==> config.mk <==
export PLATFORM = sky130hd
export DESIGN_NAME = memory_protection_controller_top
export DESIGN_NICKNAME = d
export VERILOG_FILES = /design/src/hdl/mpc_pkg.sv /design/src/hdl/mpc_mod_unit.sv /design/src/hdl/memory_protection_controller_top.sv
export SDC_FILE = /design/constraint.sdc
export NUM_CORES = 2
export LEC_CHECK = 0
export BUFFER_PORTS_ARGS = -buffer_cell sky130_fd_sc_hd__buf_2
export CELL_PAD_IN_SITES_DETAIL_PLACEMENT = 1
export CELL_PAD_IN_SITES_GLOBAL_PLACEMENT = 1
export CORE_ASPECT_RATIO = 1.2
export CORE_MARGIN = 1
export CORE_UTILIZATION = 30
export CTS_CLUSTER_SIZE = 12
export DETAILED_ROUTE_END_ITERATION = 8
export PLACE_DENSITY_LB_ADDON = 0.1
export SETUP_SLACK_MARGIN = 0.1
export SYNTH_ARGS = -nofsm -noshare
export SYNTH_HDL_FRONTEND = slang
export SYNTH_SLANG_ARGS = --single-unit
==> constraint.sdc <==
create_clock -name i_clk -period 10.1 [get_ports i_clk]
set_input_delay 0.505 -clock i_clk [delete_from_list [all_inputs] [get_ports i_clk]]
set_output_delay 0.505 -clock i_clk [all_outputs]
set_load 0.05 [all_outputs]
==> src/hdl/mpc_pkg.sv <==
// mpc_pkg: shared types, constants and register offsets for the memory protection controller
// no dependencies
package mpc_pkg;

    localparam int LUT_DEPTH_DEF = 64;

    localparam logic [1:0] CMD_READ  = 2'd0;
    localparam logic [1:0] CMD_WRITE = 2'd1;
    localparam logic [1:0] CMD_CHECK = 2'd2;
    localparam logic [1:0] CMD_NONE  = 2'd3;

    localparam logic [9:0] REG_CTRL      = 10'h000;
    localparam logic [9:0] REG_BLK_MAX   = 10'h004;
    localparam logic [9:0] REG_BLK_CFG   = 10'h005;
    localparam logic [9:0] REG_BLK_IDX   = 10'h006;
    localparam logic [9:0] REG_BLK_LUT   = 10'h007;
    localparam logic [9:0] REG_IRQ_STAT  = 10'h008;
    localparam logic [9:0] REG_INT_CLEAR = 10'h009;
    localparam logic [9:0] REG_INT_EN    = 10'h00a;
    localparam logic [9:0] REG_INT_INFO1 = 10'h00b;
    localparam logic [9:0] REG_INT_INFO2 = 10'h00c;
    localparam logic [9:0] REG_INT_SET   = 10'h00d;
    localparam logic [9:0] REG_ID_FIRST  = 10'h3f4;

    localparam logic CFG_BLK_SIZE  = 1'b0;
    localparam logic CFG_LUT_WORDS = 1'b1;

    typedef enum logic [2:0] {
        t_ST_IDLE, t_ST_EXEC, t_ST_MOD, t_ST_DONE
    } t_state;

    // request to the shared remainder unit, and its answer
    typedef struct packed {
        logic        start;
        logic [31:0] dividend;
        logic [10:0] divisor;
    } t_mod_req;

    typedef struct packed {
        logic        done;
        logic [31:0] remainder;
    } t_mod_rsp;

    function automatic logic [7:0] id_byte(input logic [3:0] i);
        logic [7:0] r;
        case (i)
            4'd0:    r = 8'h04;
            4'd4:    r = 8'h60;
            4'd5:    r = 8'hb8;
            4'd6:    r = 8'h1b;
            4'd8:    r = 8'h0d;
            4'd9:    r = 8'hf0;
            4'd10:   r = 8'h05;
            4'd11:   r = 8'hb1;
            default: r = 8'h00;
        endcase
        return r;
    endfunction

endpackage

==> src/hdl/mpc_mod_unit.sv <==
// mpc_mod_unit: restoring remainder unit, one quotient bit per cycle
// depends on mpc_pkg
module mpc_mod_unit (
    input  logic              i_clk,
    input  logic              i_rst_n,
    input  mpc_pkg::t_mod_req i_req,
    output mpc_pkg::t_mod_rsp o_rsp
);
    logic [31:0] r_dvd;
    logic [31:0] n_dvd;
    logic [32:0] r_rem;
    logic [32:0] n_rem;
    logic [10:0] r_dvs;
    logic [5:0]  r_cnt;
    logic [5:0]  n_cnt;
    logic        r_busy;
    logic        n_busy;
    logic        r_done;
    logic [32:0] w_shift;

    always_comb begin
        w_shift = {r_rem[31:0], r_dvd[31]};
        n_dvd   = {r_dvd[30:0], 1'b0};
        n_rem   = (w_shift >= {22'd0, r_dvs}) ? w_shift - {22'd0, r_dvs} : w_shift;
        n_cnt   = r_cnt - 6'd1;
        n_busy  = (r_cnt != 6'd1);
    end

    always_ff @(posedge i_clk) begin
        if (!i_rst_n) begin
            r_busy <= 1'b0;
            r_done <= 1'b0;
            r_cnt  <= '0;
        end else begin
            r_done <= 1'b0;
            if (i_req.start) begin
                r_busy <= 1'b1;
                r_cnt  <= 6'd32;
                r_dvd  <= i_req.dividend;
                r_dvs  <= i_req.divisor;
                r_rem  <= '0;
            end else if (r_busy) begin
                r_dvd  <= n_dvd;
                r_rem  <= n_rem;
                r_cnt  <= n_cnt;
                r_busy <= n_busy;
                r_done <= !n_busy;
            end
        end
    end

    assign o_rsp.done      = r_done;
    assign o_rsp.remainder = r_rem[31:0];

    a_done_after_busy: assert property (@(posedge i_clk) disable iff (!i_rst_n)
        r_done |-> !r_busy) else $error("remainder done while busy");
    a_rem_bound: assert property (@(posedge i_clk) disable iff (!i_rst_n)
        r_done |-> (r_rem < {22'd0, r_dvs})) else $error("remainder not reduced");
    a_cnt_idle: assert property (@(posedge i_clk) disable iff (!i_rst_n)
        (r_busy && !i_req.start) |-> (r_cnt != 6'd0)) else $error("count underflow");
endmodule

==> src/hdl/memory_protection_controller_top.sv <==
// memory_protection_controller_top: block-granular security gate with register window
// depends on mpc_pkg and mpc_mod_unit
//
//  channel | direction | handshake                 | payload
//  input   | in        | i_valid / o_stall         | cmd, reg_offset, size_bytes, write_data, ...
//  output  | out       | o_valid / i_stall         | read_data, pass, bus_error, range_error, irq
//  config  | in        | i_cfg_valid / o_cfg_ready | i_cfg_index, i_cfg_data
//
// a transaction steps through accept with table read, execute, and the result register;
// the result shows in the done state, after the execute step
// an index write runs the shared remainder unit before the result shows
// a table count write stalls input while the index is reduced
// synchronous active-low reset; table words use valid bits, invalid words read zero
// input is stalled from acceptance until the result is taken, and while a config write waits
module memory_protection_controller_top #(
    parameter int LUT_DEPTH = mpc_pkg::LUT_DEPTH_DEF
) (
    input  logic        i_clk,
    input  logic        i_rst_n,
    input  logic        i_valid,
    output logic        o_stall,
    input  logic [1:0]  i_cmd,
    input  logic [11:0] i_reg_offset,
    input  logic [2:0]  i_size_bytes,
    input  logic [31:0] i_write_data,
    input  logic        i_secure,
    input  logic        i_unspecified,
    input  logic [31:0] i_mem_addr,
    input  logic [15:0] i_requester,
    output logic        o_valid,
    input  logic        i_stall,
    output logic [31:0] o_read_data,
    output logic        o_pass,
    output logic        o_bus_error,
    output logic        o_range_error,
    output logic        o_irq,
    input  logic        i_cfg_valid,
    output logic        o_cfg_ready,
    input  logic        i_cfg_index,
    input  logic [31:0] i_cfg_data
);
    localparam int IW = (LUT_DEPTH > 1) ? $clog2(LUT_DEPTH) : 1;
    localparam int CW = $clog2(LUT_DEPTH + 1);

    mpc_pkg::t_state r_state, n_state;

    // captured transaction
    logic [1:0]  r_cmd;
    logic [11:0] r_off;
    logic [2:0]  r_sz;
    logic [31:0] r_wdata;
    logic        r_sec, r_unsp;
    logic [31:0] r_addr;
    logic [15:0] r_req;

    // architectural state
    logic [3:0]  r_bsize;
    logic [6:0]  r_words;
    logic [2:0]  r_ctrl;
    logic [IW-1:0] r_idx;
    logic [31:0] r_lut [LUT_DEPTH];
    logic [LUT_DEPTH-1:0] r_lut_vld;
    logic        r_irq_st, r_irq_en;
    logic [31:0] r_faddr;
    logic [17:0] r_finfo;

    // table word read at acceptance
    logic [31:0] r_lut_q;
    logic        r_lut_qv;

    // result register
    logic        r_ovalid;
    logic [31:0] r_rd;
    logic        r_pass, r_berr, r_rerr;

    // remainder unit
    mpc_pkg::t_mod_req w_mreq;
    mpc_pkg::t_mod_rsp w_mrsp;
    logic        r_mod_go;
    logic [31:0] r_mod_dvd;
    logic        r_cfg_mod;

    mpc_mod_unit u_mod (
        .i_clk  (i_clk),
        .i_rst_n(i_rst_n),
        .i_req  (w_mreq),
        .o_rsp  (w_mrsp)
    );

    // effective table count
    logic [CW-1:0] w_max;
    always_comb begin
        if (r_words == 7'd0)
            w_max = CW'(1);
        else if ({25'd0, r_words} > 32'(LUT_DEPTH))
            w_max = CW'(LUT_DEPTH);
        else
            w_max = CW'(r_words);
    end

    assign w_mreq.start    = r_mod_go;
    assign w_mreq.dividend = r_mod_dvd;
    assign w_mreq.divisor  = 11'(w_max);

    // table read address: the block word for a check, the index otherwise
    logic          w_in_acc;
    logic [31:0]   w_in_blk;
    logic [IW-1:0] w_lut_ra;
    always_comb begin
        w_in_acc = (r_state == mpc_pkg::t_ST_IDLE) && i_valid && !o_stall;
        w_in_blk = i_mem_addr >> (5'(r_bsize) + 5'd5);
        w_lut_ra = (i_cmd == mpc_pkg::CMD_CHECK) ? IW'(w_in_blk[31:5]) : r_idx;
    end

    // decode of the held transaction
    logic [2:0]  w_sz;
    logic [9:0]  w_wrd;
    logic [4:0]  w_sh;
    logic [31:0] w_mask, w_cur, w_ctrlv, w_r, w_rd, w_v, w_old;
    logic        w_nsblk, w_lock_hit;
    logic [31:0] w_idx32;

    always_comb begin
        w_sz    = (r_sz == 3'd1 || r_sz == 3'd2) ? r_sz : 3'd4;
        w_wrd   = r_off[11:2];
        w_sh    = {r_off[1:0], 3'b000};
        case (w_sz)
            3'd1:    w_mask = 32'h0000_00ff << w_sh;
            3'd2:    w_mask = 32'h0000_ffff << w_sh;
            default: w_mask = 32'hffff_ffff;
        endcase
        w_cur   = r_lut_qv ? r_lut_q : 32'd0;
        w_ctrlv = {r_ctrl[2], 22'd0, r_ctrl[1], 3'd0, r_ctrl[0], 4'd0};
        w_idx32 = 32'(r_idx);
        w_nsblk = !r_sec && (w_wrd < mpc_pkg::REG_ID_FIRST);
        case (w_wrd)
            mpc_pkg::REG_CTRL:      w_r = w_ctrlv;
            mpc_pkg::REG_BLK_MAX:   w_r = 32'(w_max) - 32'd1;
            mpc_pkg::REG_BLK_CFG:   w_r = {28'd0, r_bsize};
            mpc_pkg::REG_BLK_IDX:   w_r = w_idx32;
            mpc_pkg::REG_BLK_LUT:   w_r = w_cur;
            mpc_pkg::REG_IRQ_STAT:  w_r = {31'd0, r_irq_st};
            mpc_pkg::REG_INT_EN:    w_r = {31'd0, r_irq_en};
            mpc_pkg::REG_INT_INFO1: w_r = r_faddr;
            mpc_pkg::REG_INT_INFO2: w_r = {14'd0, r_finfo};
            default:
                if (w_wrd >= mpc_pkg::REG_ID_FIRST)
                    w_r = {24'd0, mpc_pkg::id_byte(4'(w_wrd - mpc_pkg::REG_ID_FIRST))};
                else
                    w_r = 32'd0;
        endcase
        // full-word reads are never shifted, whatever the low offset bits
        if (w_nsblk)
            w_rd = 32'd0;
        else if (w_sz == 3'd4)
            w_rd = w_r;
        else
            w_rd = (w_r & w_mask) >> w_sh;
        case (w_wrd)
            mpc_pkg::REG_CTRL:    w_old = w_ctrlv;
            mpc_pkg::REG_BLK_IDX: w_old = w_idx32;
            mpc_pkg::REG_BLK_LUT: w_old = w_cur;
            default:              w_old = 32'd0;
        endcase
        w_v = (w_sz == 3'd4) ? r_wdata : ((w_old & ~w_mask) | ((r_wdata << w_sh) & w_mask));
        w_lock_hit = r_ctrl[2] && (w_wrd == mpc_pkg::REG_CTRL ||
            w_wrd == mpc_pkg::REG_BLK_LUT || w_wrd == mpc_pkg::REG_INT_EN);
    end

    // transaction check
    logic [31:0] w_blk;
    logic [26:0] w_word;
    logic        w_inr, w_bit, w_ns, w_pass;
    always_comb begin
        w_blk  = r_addr >> (5'(r_bsize) + 5'd5);
        w_word = w_blk[31:5];
        w_inr  = ({5'd0, w_word} < 32'(w_max));
        w_bit  = w_inr ? w_cur[w_blk[4:0]] : 1'b0;
        w_ns   = !(r_sec || r_unsp);
        w_pass = w_inr && (w_bit == w_ns);
    end

    // auto-increment: wrap by compare, next index never reaches the count
    logic          w_bump;
    logic [IW:0]   w_inc;
    logic [IW-1:0] w_inc_wr;
    always_comb begin
        w_bump   = (w_sz == 3'd4) && r_ctrl[1];
        w_inc    = {1'b0, r_idx} + (IW+1)'(1);
        w_inc_wr = ((CW > IW + 1 ? CW : IW + 1)'(w_inc) >= (CW > IW + 1 ? CW : IW + 1)'(w_max))
                   ? IW'(0) : IW'(w_inc);
    end

    // table write from the execute step
    logic w_lut_we;
    assign w_lut_we = (r_state == mpc_pkg::t_ST_EXEC) && (r_cmd == mpc_pkg::CMD_WRITE) &&
                      !w_nsblk && !w_lock_hit && (w_wrd == mpc_pkg::REG_BLK_LUT);

    // next state
    logic w_need_mod;
    assign w_need_mod = (r_cmd == mpc_pkg::CMD_WRITE) && !w_nsblk &&
                        (w_wrd == mpc_pkg::REG_BLK_IDX);

    always_comb begin
        n_state = r_state;
        case (r_state)
            mpc_pkg::t_ST_IDLE: if (w_in_acc) n_state = mpc_pkg::t_ST_EXEC;
                else if (r_cfg_mod) n_state = mpc_pkg::t_ST_MOD;
            mpc_pkg::t_ST_EXEC: n_state = w_need_mod ? mpc_pkg::t_ST_MOD : mpc_pkg::t_ST_DONE;
            mpc_pkg::t_ST_MOD:  if (w_mrsp.done)
                n_state = r_cfg_mod ? mpc_pkg::t_ST_IDLE : mpc_pkg::t_ST_DONE;
            mpc_pkg::t_ST_DONE: if (!i_stall) n_state = mpc_pkg::t_ST_IDLE;
            default:            n_state = mpc_pkg::t_ST_IDLE;
        endcase
    end

    // outputs of the sequencer; a waiting config write holds off new input
    always_comb begin
        o_stall     = (r_state != mpc_pkg::t_ST_IDLE) || r_cfg_mod || i_cfg_valid;
        o_cfg_ready = (r_state == mpc_pkg::t_ST_IDLE) && !r_cfg_mod;
        o_valid     = r_ovalid;
    end

    assign o_read_data   = r_rd;
    assign o_pass        = r_pass;
    assign o_bus_error   = r_berr;
    assign o_range_error = r_rerr;
    assign o_irq         = r_irq_st & r_irq_en;

    // table memory: one registered read at acceptance, one write in execute
    always_ff @(posedge i_clk) begin
        if (w_lut_we) r_lut[r_idx] <= w_v;
        if (w_in_acc) r_lut_q <= r_lut[w_lut_ra];
    end

    always_ff @(posedge i_clk) begin
        if (!i_rst_n) begin
            r_state   <= mpc_pkg::t_ST_IDLE;
            r_bsize   <= 4'd7;
            r_words   <= 7'd64;
            r_ctrl    <= 3'b010;
            r_idx     <= '0;
            r_lut_vld <= '0;
            r_lut_qv  <= 1'b0;
            r_irq_st  <= 1'b0;
            r_irq_en  <= 1'b1;
            r_faddr   <= '0;
            r_finfo   <= '0;
            r_ovalid  <= 1'b0;
            r_mod_go  <= 1'b0;
            r_cfg_mod <= 1'b0;
        end else begin
            r_state  <= n_state;
            r_mod_go <= 1'b0;
            if (r_ovalid && !i_stall) r_ovalid <= 1'b0;
            case (r_state)
                mpc_pkg::t_ST_IDLE: begin
                    if (i_cfg_valid && o_cfg_ready) begin
                        if (i_cfg_index == mpc_pkg::CFG_BLK_SIZE)
                            r_bsize <= i_cfg_data[3:0];
                        else begin
                            // count change: reduce index by the new count
                            r_words   <= i_cfg_data[6:0];
                            r_cfg_mod <= 1'b1;
                            r_mod_go  <= 1'b1;
                            r_mod_dvd <= 32'(r_idx);
                        end
                    end
                    if (w_in_acc) begin
                        r_cmd    <= i_cmd;
                        r_off    <= i_reg_offset;
                        r_sz     <= i_size_bytes;
                        r_wdata  <= i_write_data;
                        r_sec    <= i_secure;
                        r_unsp   <= i_unspecified;
                        r_addr   <= i_mem_addr;
                        r_req    <= i_requester;
                        r_lut_qv <= r_lut_vld[w_lut_ra];
                    end
                end
                mpc_pkg::t_ST_EXEC: begin
                    r_rd   <= 32'd0;
                    r_pass <= 1'b0;
                    r_berr <= 1'b0;
                    r_rerr <= 1'b0;
                    case (r_cmd)
                        mpc_pkg::CMD_READ: begin
                            r_rd <= w_rd;
                            if (!w_nsblk && w_wrd == mpc_pkg::REG_BLK_LUT && w_bump)
                                r_idx <= w_inc_wr;
                        end
                        mpc_pkg::CMD_WRITE: begin
                            if (!w_nsblk && !w_lock_hit) begin
                                case (w_wrd)
                                    mpc_pkg::REG_CTRL:
                                        r_ctrl <= {w_v[31], w_v[8], w_v[4]};
                                    mpc_pkg::REG_BLK_IDX: begin
                                        r_mod_go  <= 1'b1;
                                        r_mod_dvd <= w_v;
                                    end
                                    mpc_pkg::REG_BLK_LUT: begin
                                        r_lut_vld[r_idx] <= 1'b1;
                                        if (w_bump) r_idx <= w_inc_wr;
                                    end
                                    mpc_pkg::REG_INT_CLEAR: if (w_v[0]) r_irq_st <= 1'b0;
                                    mpc_pkg::REG_INT_EN:    r_irq_en <= w_v[0];
                                    mpc_pkg::REG_INT_SET:   if (w_v[0]) r_irq_st <= 1'b1;
                                    default: ;
                                endcase
                            end else if (!w_nsblk && w_wrd == mpc_pkg::REG_BLK_IDX) begin
                                r_mod_go  <= 1'b1;
                                r_mod_dvd <= w_v;
                            end
                        end
                        mpc_pkg::CMD_CHECK: begin
                            r_pass <= w_pass;
                            r_rerr <= !w_inr;
                            if (!w_pass) begin
                                r_berr <= r_ctrl[0];
                                if (!r_irq_st) begin
                                    r_faddr  <= r_addr;
                                    r_finfo  <= {w_bit, !r_sec, r_req};
                                    r_irq_st <= 1'b1;
                                end
                            end
                        end
                        default: ;
                    endcase
                    if (!w_need_mod) r_ovalid <= 1'b1;
                end
                mpc_pkg::t_ST_MOD: begin
                    if (w_mrsp.done) begin
                        r_idx <= IW'(w_mrsp.remainder);
                        if (r_cfg_mod) r_cfg_mod <= 1'b0;
                        else r_ovalid <= 1'b1;
                    end
                end
                default: ;
            endcase
        end
    end

    a_out_only_done: assert property (@(posedge i_clk) disable iff (!i_rst_n)
        o_valid |-> (r_state == mpc_pkg::t_ST_DONE)) else $error("result outside done");
    a_idx_in_range: assert property (@(posedge i_clk) disable iff (!i_rst_n)
        (r_state == mpc_pkg::t_ST_IDLE && !r_cfg_mod) |-> (32'(r_idx) < 32'(w_max)))
        else $error("index beyond table count");
    a_pass_no_err: assert property (@(posedge i_clk) disable iff (!i_rst_n)
        o_valid |-> !(o_pass && (o_bus_error || o_range_error)))
        else $error("passed transaction flagged");
    a_fault_sets_irq: assert property (@(posedge i_clk) disable iff (!i_rst_n)
        (r_state == mpc_pkg::t_ST_EXEC && r_cmd == mpc_pkg::CMD_CHECK && !w_pass) |=> r_irq_st)
        else $error("fault did not raise status");
endmodule
# After elaboration in Yosys (flattened, before gate mapping)
# Memories as Yosys holds them, arrays and structs flattened. A register that Yosys moved wholly into a read port is not among the register bits.
# Cells that the tools add are included.
# word_totals
mem_bits_ro,128
regBits,388
in_bits,137
mem_count,2
wordCells,250
mem_bits_rw,2048
out_inout_bits,39
# mem_list
name,depth,word_bits,rd,rd_clocked_by_memory_dff,write_ports,line_no,text
r_lut,64,32,1,1,1,memory_protection_controller_top.sv:61,logic [31:0] r_lut [LUT_DEPTH];
(no name shown),16,8,1,0,0,mpc_pkg.sv:46,case (i)
# classes
n_addsub,6
bitwise_logic,14
muxes,72
n_lt_le_gt_ge,10
shifts,6
reduce_logical,65
n_eq_ne,41
# ops
cell,count
two-way mux 32 bit,13
case mux 32 bit (9 select lines),1
case mux 32 bit (2 select lines),2
AND 32 bit,3
case mux 32 bit (3 select lines),1
OR 64 bit,1
>> shifter 32 x 5 -> 32 bit,2
"== test 10 x 4 -> 1 bit, second input constant",6
two-way mux 6 bit,9
"== test 10 x 3 -> 1 bit, second input constant",4
greater-or-equal comparator 33 x 7 -> 1 bit,1
NOT 32 bit,1
OR 32 bit,1
"<< shifter 16 x 5 -> 32 bit, first input constant",1
<< shifter 32 x 5 -> 32 bit,1
"<< shifter 8 x 5 -> 32 bit, first input constant",1
>> shifter 32 x 5 -> 11 bit,1
subtractor 32 x 7 -> 32 bit,1
< comparator 27 x 7 -> 1 bit,1
two-way mux 1 bit,26
case mux 6 bit (2 select lines),2
AND reduction 7 bit,3
logical AND 1 bit,20
AND reduction 4 bit,5
other kinds (47),107

# Logic depth before layout (Yosys ltp)
# depth
word_depth,13
mapped_depth,20
mapped_depth_nobuf,15

# Hierarchy
# Synthesis repeated with hierarchy kept, for this count alone.
# hier_totals
cells_unflattened,7897
area_unflattened_um2,100881.8
# modules_own_cells
module,cells_per_inst,seq_area_each_um2,area_each_um2,n_inst
memory_protection_controller_top,7535,70287.4,96541.3,1
mpc_mod_unit,362,2412.3,4340.4,1

# Least setup slack after synthesis
# Ideal clock, no wire load.
# synth_path
path_type,register to register
from,register r_state[0]
to,register r_lut_qv
arrival_ns,7.454
required_time_ns,9.995
path_stages_with_launch,10
slack_ns,2.541
n_path_buf,1
setup_time_ns,0.105
period_less_slack_ns,7.559
path_cell_list,dfxtp_1 -> inv_1 -> ha_1 -> nor2b_1 -> nand2b_1 -> or2_2 -> clkbuf_1 -> nor2_1 -> nand3_1 -> o41ai_1
# synth_via
elab_chain_len,6
elab_cells_between_ends,8
cone_classes,reduce/logical (8)
# synth_lines
element,line_no,text
"start, declared",memory_protection_controller_top.sv:45,"mpc_pkg::t_state r_state, n_state;"
"start signal, assigned",memory_protection_controller_top.sv:238,r_state <= mpc_pkg::t_ST_IDLE;
"start signal, assigned",memory_protection_controller_top.sv:253,r_state <= n_state;
nonzero test 3 bit,memory_protection_controller_top.sv:219,o_stall = (r_state != mpc_pkg::t_ST_IDLE) || r_cfg_mod || i_cfg_valid;
logical OR 1 bit (2 in a row),memory_protection_controller_top.sv:219,
named net o_stall,memory_protection_controller_top.sv:21,"output logic o_stall,"
logical NOT 1 bit,memory_protection_controller_top.sv:110,w_in_acc = (r_state == mpc_pkg::t_ST_IDLE) && i_valid && !o_stall;
logical AND 1 bit,memory_protection_controller_top.sv:110,
AND reduction 2 bit (no source line),n/a,
"end signal, assigned",memory_protection_controller_top.sv:278,r_lut_qv <= r_lut_vld[w_lut_ra];
"end, declared",memory_protection_controller_top.sv:69,logic r_lut_qv;
# The timed path passes the listed nets, and every way through them passes these cells.
# A chain may end at the register's enable or synchronous reset.

# Worst setup path in the final report
# layout_path
from,register r_bsize[1]
to,"register r_lut_q[25] (read register of r_lut), data pin"
# layout_via
elab_chain_len,3
# layout_lines
element,line_no,text
"start, declared",memory_protection_controller_top.sv:57,logic [3:0] r_bsize;
"start signal, assigned",memory_protection_controller_top.sv:260,r_bsize <= i_cfg_data[3:0];
adder 4 x 3 -> 5 bit,memory_protection_controller_top.sv:111,w_in_blk = i_mem_addr >> (5'(r_bsize) + 5'd5);
>> shifter 32 x 5 -> 11 bit,memory_protection_controller_top.sv:111,
two-way mux 6 bit,memory_protection_controller_top.sv:112,w_lut_ra = (i_cmd == mpc_pkg::CMD_CHECK) ? IW'(w_in_blk[31:5]) : r_idx;
"end, declared",memory_protection_controller_top.sv:68,logic [31:0] r_lut_q;
# No other way between the ends.

==> impl_metrics.py <==
metrics = {
    "layout": {
        "design_area_mm2": 0.1167,
        "nFillCells": 33220,
        "nNetsFinal": 6876,
        "layout_common_cells": "edfxtp_1 (2317), nand2_1 (1095), mux2i_1 (344), mux4_2 (297), clkbuf_16 (291)",
        "drive_above_1_share": 0.1779,
        "final_common_cell": "edfxtp_1",
        "syn_to_final_growth_pct": 17.35,
    },
    "pwr": {
        "p_sw_mw": 8.486,
        "seqPwrFrac": 0.428,
        "powerDensity_mw_per_mm2": 236.7,
        "internal_power_mw": 19.13,
        "p_comb_frac": 0.212,
        "ir_drop_mv": 0.1244,
        "pwr-share-clk": 0.360,
        "swShare": 0.3073,
        "p_leak_nw": 37.44,
    },
    "timing": {
        "setup-tns-final_ns": 0,
        "fin_crit_sh": 0.6277,
        "hold_violations": 0,
        "worstMarginPinSlew_ns": 1.419,
        "period_needed_ns": 6.340,
        "setup_violations": 0,
        "max_slew_margin": 0.04658,
        "finClkSkew_ns": 0.05687,
        "fmax_mhz": 157.7,
        "slew_viol_final": 0,
        "rsz0062_at_grt": "no",
    },
    "synth": {
        "synth_nets": 6499,
        "synth_cells": 6322,
        "ys_ff_latch": 2467,
        "synthDistinctLibCells": 79,
        "synth_edf_count": 2317,
        "ys_warn_count": 0,
        "ys_seq_area_frac": 0.7298,
        "synth-main-ff-cell": "edfxtp_1",
        "synthArstFlopShare": 0,
        "synth_area_mm2": 0.09945,
        "avgSynthCellArea_um2": 15.73,
    },
    "drt": {
        "ant_nets": 0,
        "detailroute.via_count": 58550,
        "wirelength_mm": 356.7,
        "drcViolationCount": 0,
        "routedWlPerCell_um": 31.37,
        "vias_per_cell": 5.148,
        "drt_iter0_markers": 4775,
        "dr.pass1.iters": 8,
    },
    "clocking": {
        "cts_buffers": 283,
        "cts_tree": "yes",
        "postCtsSetupBuffers": 0,
        "clkSinkCount": 2467,
        "htree_levels": 5,
        "cts-root-buf": "clkbuf_16",
        "cts_max_path_buffers": 4,
        "clk_pin_slew_ns": 0.06,
        "clock_latency_ns": 0.92,
    },
    "placement": {
        "dp_hpwl_mm": 207.4,
        "portBuffers": 150,
        "dpl-instance-area_mm2": 0.1068,
        "gp_congestion": 0.7877,
    },
    "global_route": {
        "grt_overflow": 0,
        "first_global_vias": 61430,
        "grt_max_degree": 101,
        "grt_util_all_layers": 0.2105,
        "grt_pass1_wl_mm": 493.6,
        "antenna_found_initial": 31,
    },
    "critical_path": {
        "cp.required_ns": 10.71,
        "crit_fanout": 72,
        "crit_arrival_ns": 6.95,
        "cp-start-kind": "register",
        "crit_type": "reg2reg",
        "critPathCaptureType": "register",
    },
    "flow_run": {
        "maxCapViolations": 0,
    },
    "min_path": {
        "min_path_type": "in2reg",
    },
    "floorplan": {
        "die-height_um": 632.7,
        "rows": 231,
        "coreArea_mm2": 0.3298,
        "dieArea_mm2": 0.3338,
        "boundaryPins": 176,
        "fp.dieW_um": 527.6,
        "initial_utilization": 0.3016,
    },
    "status": {
        "status": "completed",
    },
}
[cells by family after synthesis]
kind of cell / share of synthesized area
adders and majority gates: 0.005108
DFF: 0.7298
muxes: 0.1082
AOI/OAI and AO/OA: 0.04679
xor gates and xnor gates: 0.003258
and+or+nand+nor: 0.08771
buffers and inverters: 0.01910
[worst paths after layout]
kind               start           to  slack, ns  cells after the start
max           r_bsize[1]  r_lut_q[25]       3.76                     12
min reg2reg   r_faddr[5]   r_faddr[5]       0.46                      2
max reg2reg   r_bsize[1]  r_lut_q[25]       3.76                     12
min          i_cfg_index   r_bsize[0]       0.09                      3
[final cells by class]
class | count | area [um2] | share of cell area
Multi-Input combinational cell | 3416 | 25930 | 0.2222
Clock buffer | 368 | 7611 | 0.06521
Sequential cell | 2467 | 72580 | 0.6219
Inverter | 53 | 198.9 | 0.001705
Tap cell | 4427 | 5539 | 0.04746
Antenna cell | 35 | 87.58 | 0.0007504
Timing Repair Buffer | 478 | 3680 | 0.03153
Clock inverter | 128 | 1075 | 0.009209
[worst max-delay path, cell delays in order (launching register included)]
cell	delay, ns
dfxtp_2	0.79
buf_4	0.58
mux4_2	0.57
o22ai_1	0.30
a21o_1	0.46
nand3_1	0.22
o21ai_4	0.12
buf_12	0.41
buf_4	0.58
nand3_1	0.16
nand4_1	0.18
nand4_1	0.84
or4_1	0.75
[registers in the layout (all words and copies together), names as in the netlist, 7 cells and up]
name         flops
r_lut_q         32
o_read_data     32
r_off           12
r_req           16
r_words          7
r_lut         2048
r_lut_vld       64
u_mod.r_dvd     32
r_mod_dvd       32
r_faddr         32
r_wdata         32
r_addr          32
u_mod.r_rem     32
u_mod.r_dvs      7
r_finfo         18
[power groups by stage]
stage          logic [mW]  registers (mW)  clock network [mW]
6_report             5.86            11.8                9.94
5_1_grt              6.28            11.8                10.6
4_1_cts              6.01            11.8                10.2
3_5_place_dp         5.96            12.0                   0
3_3_place_gp         5.91            12.0                   0
2_1_floorplan        3.52            11.9                   0
[cell usage after synthesis (28+ instances only)]
| cell | instances | area share |
|---|---|---|
| a21oi_1 | 159 | 0.0080 |
| a222oi_1 | 52 | 0.0052 |
| a22oi_1 | 32 | 0.0024 |
| a31oi_1 | 41 | 0.0026 |
| a32oi_1 | 84 | 0.0074 |
| and2_1 | 28 | 0.0018 |
| and3_1 | 32 | 0.0020 |
| buf_1 | 44 | 0.0017 |
| buf_2 | 96 | 0.0048 |
| clkbuf_1 | 219 | 0.0083 |
| dfxtp_1 | 150 | 0.030 |
| edfxtp_1 | 2317 | 0.70 |
| ha_1 | 39 | 0.0049 |
| inv_1 | 49 | 0.0018 |
| mux2_2 | 53 | 0.0060 |
| mux2i_1 | 344 | 0.035 |
| mux4_2 | 297 | 0.067 |
| nand2_1 | 1100 | 0.042 |
| nand2b_1 | 31 | 0.0020 |
| nand3_1 | 290 | 0.015 |
| nand4_1 | 119 | 0.0075 |
| nor2_1 | 259 | 0.0098 |
| nor3_1 | 40 | 0.0020 |
| o21a_1 | 65 | 0.0049 |
| o21ai_0 | 44 | 0.0022 |
| o22ai_1 | 35 | 0.0022 |
[metrics by stage]
step                hold WS [ns]  worst slack [ns]  power, mW  cells  utilization
floorplan                 0.4341             2.541      15.43   6322            -
global placement          0.4421             3.767      17.94  10730       0.3240
detailed placement        0.4497             3.717      17.99  10730       0.3240
CTS                      0.01975             3.712      28.02  11340       0.3536
global route             0.08299             3.635      28.65  11360       0.3538
finish                   0.08852             3.760      27.62  11370       0.3539
[metal layers]
metal	wire, um	GRT usage	vias to the layer above
met5	48	0	-
met4	9957	0.05969	8
met2	185000	0.3782	1253
met1	147400	0.2634	31570
met3	14380	0.02673	397
li1	-	-	25320
[what timing repair did]
item | 4_1_cts | 5_1_grt
resized for setup | 0 | 0
hold buffers | 109 | 0
endpoints found under the hold margin | 111 | 0
Note: power is estimated with default switching activity, not from simulation.
